File: src/sv/bc64_pkg.sv
// shared types, constants and alphabet functions for the blowcrypt base64 codec
`timescale 1ns / 1ps
package bc64_pkg;

	localparam int unsigned QueueDepthDefault = 2;
	localparam int unsigned BytesPerBlock = 8;
	localparam int unsigned CharsPerBlock = 12;
	localparam int unsigned CharsPerWord = 6;

	localparam logic DirEncode = 1'b0;
	localparam logic DirDecode = 1'b1;

	typedef struct packed {
		logic [7:0] in_value;
		logic       in_last;
	} in_t;

	typedef struct packed {
		logic [7:0] out_value;
		logic       run_last;
		logic       stream_end;
	} out_t;

	// one finished block handed from front to back
	typedef struct packed {
		logic [63:0] bits;
		logic        mode;
		logic        last;
	} desc_t;

	typedef struct packed {
		logic busy;
		logic holding;
	} back_stat_t;

	function automatic logic [7:0] alpha_char(input logic [5:0] idx);
		logic [7:0] i8;
		i8 = {2'b00, idx};
		if (idx == 6'd0) return 8'h2e;
		else if (idx == 6'd1) return 8'h2f;
		else if (idx < 6'd12) return 8'h30 + i8 - 8'd2;
		else if (idx < 6'd38) return 8'h61 + i8 - 8'd12;
		else return 8'h41 + i8 - 8'd38;
	endfunction

	function automatic logic [5:0] char_val(input logic [7:0] c);
		if (c == 8'h2e) return 6'd0;
		else if (c == 8'h2f) return 6'd1;
		else if (c >= 8'h30 && c <= 8'h39) return 6'(c - 8'h30 + 8'd2);
		else if (c >= 8'h61 && c <= 8'h7a) return 6'(c - 8'h61 + 8'd12);
		else if (c >= 8'h41 && c <= 8'h5a) return 6'(c - 8'h41 + 8'd38);
		else return 6'd0;
	endfunction

endpackage

File: src/sv/bc64_front.sv
// front end: takes input words, collects blocks, hands finished blocks to the queue
`timescale 1ns / 1ps
module bc64_front (
	input  logic             clk,
	input  logic             arst_n,
	input  logic             cfg_we,
	input  logic             cfg_dir,
	input  logic             accept,
	input  bc64_pkg::in_t    din,
	output logic             q_push,
	output bc64_pkg::desc_t  q_desc
);

	logic        dir_q;
	logic [63:0] bits_q;
	logic [3:0]  count_q;

	logic [2:0]  ek;
	logic [63:0] enc_bits;
	logic [3:0]  dk;
	logic [2:0]  dsh;
	logic [31:0] ins;
	logic [63:0] dec_bits;
	logic [63:0] nxt_bits;
	logic [3:0]  nxt_count;
	logic        done;

	always_comb begin
		ek = count_q[2:0];
		enc_bits = bits_q | (64'(din.in_value) << {~ek, 3'b000});

		dk = (count_q >= 4'(bc64_pkg::CharsPerBlock)) ? 4'd0 : count_q;
		dsh = (dk < 4'(bc64_pkg::CharsPerWord)) ? dk[2:0] : 3'(dk - 4'(bc64_pkg::CharsPerWord));
		ins = 32'(bc64_pkg::char_val(din.in_value)) << (5'(dsh) * 5'd6);
		if (dk < 4'(bc64_pkg::CharsPerWord))
			dec_bits = {bits_q[63:32], bits_q[31:0] | ins};
		else
			dec_bits = {bits_q[63:32] | ins, bits_q[31:0]};

		if (dir_q == bc64_pkg::DirEncode) begin
			nxt_bits = enc_bits;
			nxt_count = {1'b0, ek} + 4'd1;
			done = (nxt_count >= 4'(bc64_pkg::BytesPerBlock)) || din.in_last;
		end else begin
			nxt_bits = dec_bits;
			nxt_count = dk + 4'd1;
			done = (nxt_count >= 4'(bc64_pkg::CharsPerBlock)) || din.in_last;
		end
		q_push = accept && done;
		q_desc.bits = nxt_bits;
		q_desc.mode = dir_q;
		q_desc.last = din.in_last;
	end

	always_ff @(posedge clk or negedge arst_n) begin
		if (!arst_n) begin
			dir_q <= bc64_pkg::DirEncode;
			bits_q <= '0;
			count_q <= '0;
		end else if (cfg_we) begin
			dir_q <= cfg_dir;
			bits_q <= '0;
			count_q <= '0;
		end else if (accept) begin
			if (done) begin
				bits_q <= '0;
				count_q <= '0;
			end else begin
				bits_q <= nxt_bits;
				count_q <= nxt_count;
			end
		end
	end

endmodule

File: src/sv/bc64_queue.sv
// short block queue between front and back
`timescale 1ns / 1ps
module bc64_queue #(
	parameter int unsigned DEPTH = bc64_pkg::QueueDepthDefault
) (
	input  logic             clk,
	input  logic             arst_n,
	input  logic             push,
	input  bc64_pkg::desc_t  wdata,
	input  logic             pop,
	output bc64_pkg::desc_t  rdata,
	output logic             q_full,
	output logic             q_empty
);

	localparam int unsigned PW = (DEPTH > 1) ? $clog2(DEPTH) : 1;
	localparam int unsigned CW = $clog2(DEPTH + 1);

	bc64_pkg::desc_t mem_q [DEPTH];
	logic [PW-1:0] wr_q;
	logic [PW-1:0] rd_q;
	logic [CW-1:0] cnt_q;

	assign q_full = (cnt_q == CW'(DEPTH));
	assign q_empty = (cnt_q == '0);
	assign rdata = mem_q[rd_q];

	always_ff @(posedge clk) begin
		if (push) begin
			mem_q[wr_q] <= wdata;
		end
	end

	always_ff @(posedge clk or negedge arst_n) begin
		if (!arst_n) begin
			wr_q <= '0;
			rd_q <= '0;
			cnt_q <= '0;
		end else begin
			if (push) begin
				wr_q <= (wr_q == PW'(DEPTH - 1)) ? '0 : wr_q + PW'(1);
			end
			if (pop) begin
				rd_q <= (rd_q == PW'(DEPTH - 1)) ? '0 : rd_q + PW'(1);
			end
			if (push && !pop) begin
				cnt_q <= cnt_q + CW'(1);
			end else if (pop && !push) begin
				cnt_q <= cnt_q - CW'(1);
			end
		end
	end

endmodule

File: src/sv/bc64_back.sv
// back end: serializes a block into characters or bytes through an output register
`timescale 1ns / 1ps
module bc64_back (
	input  logic                 clk,
	input  logic                 arst_n,
	input  logic                 q_empty,
	input  bc64_pkg::desc_t      q_desc,
	output logic                 q_pop,
	input  logic                 pop,
	output logic                 empty,
	output bc64_pkg::out_t       dout,
	output bc64_pkg::back_stat_t stat
);

	logic        busy_q;
	logic [63:0] sr_q;
	logic        mode_q;
	logic        last_q;
	logic [3:0]  idx_q;
	logic        out_valid_q;
	bc64_pkg::out_t out_q;

	logic        out_ok;
	logic        adv;
	logic        final_w;
	logic        word_end;
	logic [5:0]  grp;
	bc64_pkg::out_t res;

	always_comb begin
		out_ok = !out_valid_q || pop;
		adv = busy_q && out_ok;
		word_end = (idx_q == 4'd5) || (idx_q == 4'd11);
		if (mode_q == bc64_pkg::DirEncode)
			final_w = (idx_q == 4'(bc64_pkg::CharsPerBlock - 1));
		else
			final_w = (idx_q == 4'(bc64_pkg::BytesPerBlock - 1));
		// top group of a word carries two bits only
		grp = word_end ? {4'b0000, sr_q[1:0]} : sr_q[5:0];
		res.out_value = (mode_q == bc64_pkg::DirEncode) ? bc64_pkg::alpha_char(grp)
			: sr_q[63:56];
		res.run_last = final_w;
		res.stream_end = final_w && last_q;
		q_pop = !q_empty && (!busy_q || (adv && final_w));
	end

	assign empty = !out_valid_q;
	assign dout = out_q;
	assign stat.busy = busy_q;
	assign stat.holding = out_valid_q;

	always_ff @(posedge clk) begin
		if (q_pop) begin
			sr_q <= q_desc.bits;
			mode_q <= q_desc.mode;
			last_q <= q_desc.last;
		end else if (adv) begin
			if (mode_q == bc64_pkg::DirEncode)
				sr_q <= word_end ? (sr_q >> 2) : (sr_q >> 6);
			else
				sr_q <= sr_q << 8;
		end
		if (adv) begin
			out_q <= res;
		end
	end

	always_ff @(posedge clk or negedge arst_n) begin
		if (!arst_n) begin
			busy_q <= 1'b0;
			idx_q <= '0;
			out_valid_q <= 1'b0;
		end else begin
			if (q_pop) begin
				busy_q <= 1'b1;
				idx_q <= '0;
			end else if (adv && final_w) begin
				busy_q <= 1'b0;
			end else if (adv) begin
				idx_q <= idx_q + 4'd1;
			end
			if (adv) begin
				out_valid_q <= 1'b1;
			end else if (pop) begin
				out_valid_q <= 1'b0;
			end
		end
	end

endmodule

File: src/sv/blowcrypt_base64_codec_core.sv
// top level of the blowcrypt base64 codec
// The codec takes one byte (encode) or one character (decode) per cycle while
// full is low; a finished block of eight bytes or twelve characters, or a
// shorter one closed by in_last and zero-padded, moves through a small block
// queue to a serializer that delivers one result word per cycle, while results
// are popped, through an output register. When encoding the serializer sets
// the rate: it gives twelve characters for eight bytes. When decoding the input
// side sets it at one character per cycle, and the serializer gives only eight
// bytes for twelve characters. A block closed early by in_last still yields
// twelve (encode) or eight (decode) output words. Write the direction register
// only while no results are pending; cfg_ready is high then, and a write drops
// any partly collected block.
`timescale 1ns / 1ps
module blowcrypt_base64_codec_core #(
	parameter int unsigned QUEUE_DEPTH = bc64_pkg::QueueDepthDefault
) (
	input  logic            clk,
	input  logic            arst_n,
	input  logic            push,
	output logic            full,
	input  bc64_pkg::in_t   din,
	output logic            empty,
	input  logic            pop,
	output bc64_pkg::out_t  dout,
	input  logic            cfg_valid,
	output logic            cfg_ready,
	input  logic            cfg_data
);

	logic                 accept;
	logic                 cfg_we;
	logic                 f_push;
	bc64_pkg::desc_t      f_desc;
	bc64_pkg::desc_t      b_desc;
	logic                 b_pop;
	logic                 q_full;
	logic                 q_empty;
	bc64_pkg::back_stat_t stat;

	assign full = q_full;
	assign accept = push && !q_full;
	assign cfg_ready = q_empty && !stat.busy && !stat.holding;
	assign cfg_we = cfg_valid && cfg_ready;

	bc64_front u_front (
		.clk    (clk),
		.arst_n (arst_n),
		.cfg_we (cfg_we),
		.cfg_dir(cfg_data),
		.accept (accept),
		.din    (din),
		.q_push (f_push),
		.q_desc (f_desc)
	);

	bc64_queue #(.DEPTH(QUEUE_DEPTH)) u_queue (
		.clk    (clk),
		.arst_n (arst_n),
		.push   (f_push),
		.wdata  (f_desc),
		.pop    (b_pop),
		.rdata  (b_desc),
		.q_full (q_full),
		.q_empty(q_empty)
	);

	bc64_back u_back (
		.clk    (clk),
		.arst_n (arst_n),
		.q_empty(q_empty),
		.q_desc (b_desc),
		.q_pop  (b_pop),
		.pop    (pop),
		.empty  (empty),
		.dout   (dout),
		.stat   (stat)
	);

endmodule

File: config.mk
export PLATFORM = sky130hd
export DESIGN_NAME = blowcrypt_base64_codec_core
export DESIGN_NICKNAME = d
export VERILOG_FILES = /design/src/sv/bc64_pkg.sv /design/src/sv/bc64_front.sv /design/src/sv/bc64_queue.sv /design/src/sv/bc64_back.sv /design/src/sv/blowcrypt_base64_codec_core.sv
export SDC_FILE = /design/constraint.sdc
export NUM_CORES = 1
export LEC_CHECK = 0
export BUFFER_PORTS_ARGS = -buffer_cell sky130_fd_sc_hd__buf_2
export CAP_MARGIN = 30
export CELL_PAD_IN_SITES_DETAIL_PLACEMENT = 1
export CELL_PAD_IN_SITES_GLOBAL_PLACEMENT = 2
export CORE_ASPECT_RATIO = 0.5
export CORE_MARGIN = 1
export CORE_UTILIZATION = 30
export CTS_BUF_LIST = sky130_fd_sc_hd__clkbuf_2
export CTS_CLUSTER_SIZE = 16
export DETAILED_ROUTE_END_ITERATION = 10
export PLACE_DENSITY = 0.59
export SETUP_SLACK_MARGIN = 0.5
export SLEW_MARGIN = 20
export SYNTH_ARGS = -nofsm -noshare
export SYNTH_HDL_FRONTEND = slang
export SYNTH_SLANG_ARGS = --single-unit
File: constraint.sdc
create_clock -name clk -period 8.02 [get_ports clk]
set_input_delay 1.203 -clock clk [delete_from_list [all_inputs] [get_ports clk]]
set_output_delay 1.203 -clock clk [all_outputs]
set_load 0.05 [all_outputs]
==> run summary <==
EDFF count, synth - 208
Crit end category - register
Commonest non-fill, non-tap cell in the layout - edfxtp_1
Syn Std Cell Area - 14770 um2
Gr busiest metal - met1
Status - finished, final reports clean
CTS resizes - 0
Final WL - 49730 um
Overflow after GRT - 0
Slowest cell on crit path - fa_1
RSZ-0062 raised after global routing - no
Initial DRC Count - 1005
Die Y-Extent - 158.9 um
Drt wl/cell - 23.59 um
I/O Buffers - 27
Final Setup Violations - 0
Period Utilization, post-route - 0.5928
Synth area leader - edfxtp_1
Type of origin of the critical path - register
Minimum clock period - 4.754 ns
Sw Share - 0.4322
CTS HTree Levels - 3
Layout cell share with drive strength beyond 1 - 0.1502
Pwr Total - 0.005345 W
First-pass GRT wire length - 75030 um
Clock Tree Buf Depth - 3
Core area - 48570 um2
Internal power - 0.003035 W
Path category of the worst min-delay check - input port to async pin
Via count - 11295
Clock Skew - 0.1222 ns
Max-cap viol count - 0
Residual DRC count - 0
CTS sink cnt - 287
Hold_buf cts - 0
RePlAce Congestion - 0.7860
Combinational power share - 0.374
Fin nets - 1443
Slew Limit Fails - 0
Initial Util - 0.3042
Global-route usage over all layers - 0.1998
Synth unique cells - 78
Largest stage delay on the critical path - 1.15 ns
Dpl hpwl - 32580 um
Die Footprint - 50190 um2
Pre-Repair DR Iteration Count - 5
Commonest non-fill, non-tap cells in the layout - 208 x edfxtp_1, 199 x a21oi_1, 176 x nand2_1, 125 x o21ai_0, 114 x clkbuf_2
CTS tree - done
Syn. warnings - 0
Post-CTS setup buffer count - 0
Main synth FF type - edfxtp_1
GR Util met2 - 0.2746
Via-to-Cell Ratio - 5.358
Post-route ant nets - 0
Ports - 28
Sequential-to-total area share from yosys stat - 0.5566
Clock Pin Slew Worst Setup and Hold Paths - 0.13 ns
Async S/R FF share, synth - 0.2753
Met3 GRT Util - 0.03762
Average cell area after synthesis - 10.71 um2
Req. time, crit path - 8.90 ns
Post-Route Setup TNS - 0 ns
Synthesis-to-layout area growth - 9.630%
Number of global-route vias before repair - 11444
Initial antenna violation count - 1
Synth area leaders - edfxtp_1 42%, dfrtp_1 13%, a21oi_1 6.7%
Clock buffer count from CTS - 75
Mapped Nets - 1422
Pwr Density - 330.0 nW/um2
Synth Register Bits - 287
Critical path data arrival time - 5.63 ns
Fin. Hold Viols - 0
Clk pwr share - 0.195
Synthesized instance count - 1379
Max Clk Rate - 210.3 MHz
Critical path class - register to register
Pleak - 6.096 nW
Clock root buffer - clkbuf_2
Ordered cell list for the critical path - nor2b_1 -> ha_1 -> nand2b_1 -> a22oi_4 -> inv_1 -> fa_1 -> nand4_1 -> nand2b_1 -> o21ai_0
Reg power frac - 0.431
Row count - 57
Clock Latency Late Sink - 1.02 ns
Slew @ Worst Pin - 0.9892 ns
Largest net degree at the start of global routing - 83
Cell repeated most along the worst path - nand2b_1
Slew margin rel. - 0.3398
Max Fanout on Critical Path - 20
Max VDD drop - 142.1 uV
GRT met1 Usage - 0.3174
Psw - 0.002310 W
Area fraction of the dominant cell type after synthesis - 0.4228
DIE WIDTH - 315.8 um
-- area by class of cell --
| cell class | instances | area, um2 |
|---|---|---|
| Antenna cell | 1 | 2.502 |
| Clock buffer | 113 | 565.5 |
| Clock inverter | 22 | 108.9 |
| Fill cell | 5448 | 32370 |
| Inverter | 33 | 125.1 |
| Multi-Input combinational cell | 950 | 5992 |
| Sequential cell | 287 | 8227 |
| Tap cell | 649 | 812.0 |
| Timing Repair Buffer | 53 | 362.8 |
-- path summary, 6_finish.rpt --
kind / start / endpoint / slack, ns / cells past startpoint
setup / recovery: u_front.count_q[2]$_DFFE_PN0P_ / u_front.bits_q[12]$_DFFE_PN0P_ / 3.27 / 9
hold / removal: arst_n / u_front.bits_q[45]$_DFFE_PN0P_ / 0.14 / 1
setup reg to reg: u_front.count_q[2]$_DFFE_PN0P_ / u_front.bits_q[12]$_DFFE_PN0P_ / 3.27 / 9
hold reg to reg: u_front.bits_q[6]$_DFFE_PN0P_ / u_front.bits_q[6]$_DFFE_PN0P_ / 0.50 / 2
max in group asynchronous: arst_n / u_queue.rd_q$_DFFE_PN0P_ / 6.57 / 2
min in group clk: cfg_data / u_front.dir_q$_DFFE_PN0P_ / 0.45 / 2
-- power by group through the flow --
stage / clock network (W) / logic [W] / registers (W)
2_1_floorplan: 0 / 0.00137 / 0.00224
3_3_place_gp: 0 / 0.00197 / 0.00233
3_5_place_dp: 0 / 0.00199 / 0.00234
4_1_cts: 0.00109 / 0.00200 / 0.00231
5_1_grt: 0.00116 / 0.00220 / 0.00235
6_report: 0.00104 / 0.00200 / 0.00230
-- stage by stage --
| stage | cells | cell area [um2] | setup WS (ns) | hold slack [ns] | utilization |
|---|---|---|---|---|---|
| 6_report | 2108 | 16200 | 3.266 | 0.1401 | 0.3335 |
| 5_1_grt | 2108 | 16200 | 2.956 | 0.03240 | 0.3335 |
| 4_1_cts | 2104 | 16140 | 3.285 | 0.04536 | 0.3323 |
| 3_5_place_dp | 1969 | 15470 | 2.774 | 0.4799 | 0.3184 |
| 3_3_place_gp | 1969 | 15470 | 2.942 | 0.4641 | 0.3184 |
| 2_1_floorplan | 1379 | 14770 | 3.029 | 0.4506 | - |
-- critical path: cells and delay by family (launching register included) --
family	cells	cell delay (ns)
AOI/OAI and AO/OA	2	0.40
adders and majority gates	2	1.53
buffers and inverters	1	0.08
DFF	1	0.65
and+or+nand+nor	4	1.98
-- cell families (layout without fill, tap and decap cells) --
group / count (synthesis) / after routing / synth area share
adders and majority gates: 28 / 28 / 0.02422
muxes: 74 / 74 / 0.05149
AOI/OAI and AO/OA: 520 / 520 / 0.2212
other: 0 / 1 / 0
xor gates and xnor gates: 17 / 17 / 0.01059
DFF: 287 / 287 / 0.5566
and+or+nand+nor: 311 / 311 / 0.09486
buffers and inverters: 142 / 221 / 0.04099
-- flip-flops by register name, indices dropped and copies added (netlist names) --
register,cells
u_queue.mem_q,132
u_back.idx_q,4
u_back.mode_q,1
u_front.bits_q,64
u_back.out_valid_q,1
u_front.dir_q,1
u_queue.wr_q,1
u_back.sr_q,64
u_back.busy_q,1
u_back.last_q,1
u_queue.rd_q,1
u_back.dout,10
u_queue.cnt_q,2
u_front.count_q,4
-- Yosys cell counts (all sizes together), types with 7 or more instances --
cell type  count
o21ai        129
o211ai         7
dfrtp         79
nor3          10
xnor2         11
ha            27
or2            7
nor2          47
o31ai          7
a21oi        201
a22oi          9
a31oi         13
a211oi        58
a32oi         37
a22o          11
nand3         13
clkbuf        71
nand2b        14
nand2        178
inv           31
o22ai          8
and2           7
buf           38
nor2b         10
edfxtp       208
mux2i         68
-- routing by layer --
metal	wire (um)	up-vias
li1	-	5259
met4	740	0
met2	20340	272
met1	26030	5712
met5	0	-
met3	2618	52
Power figures use the tool's default switching activity.
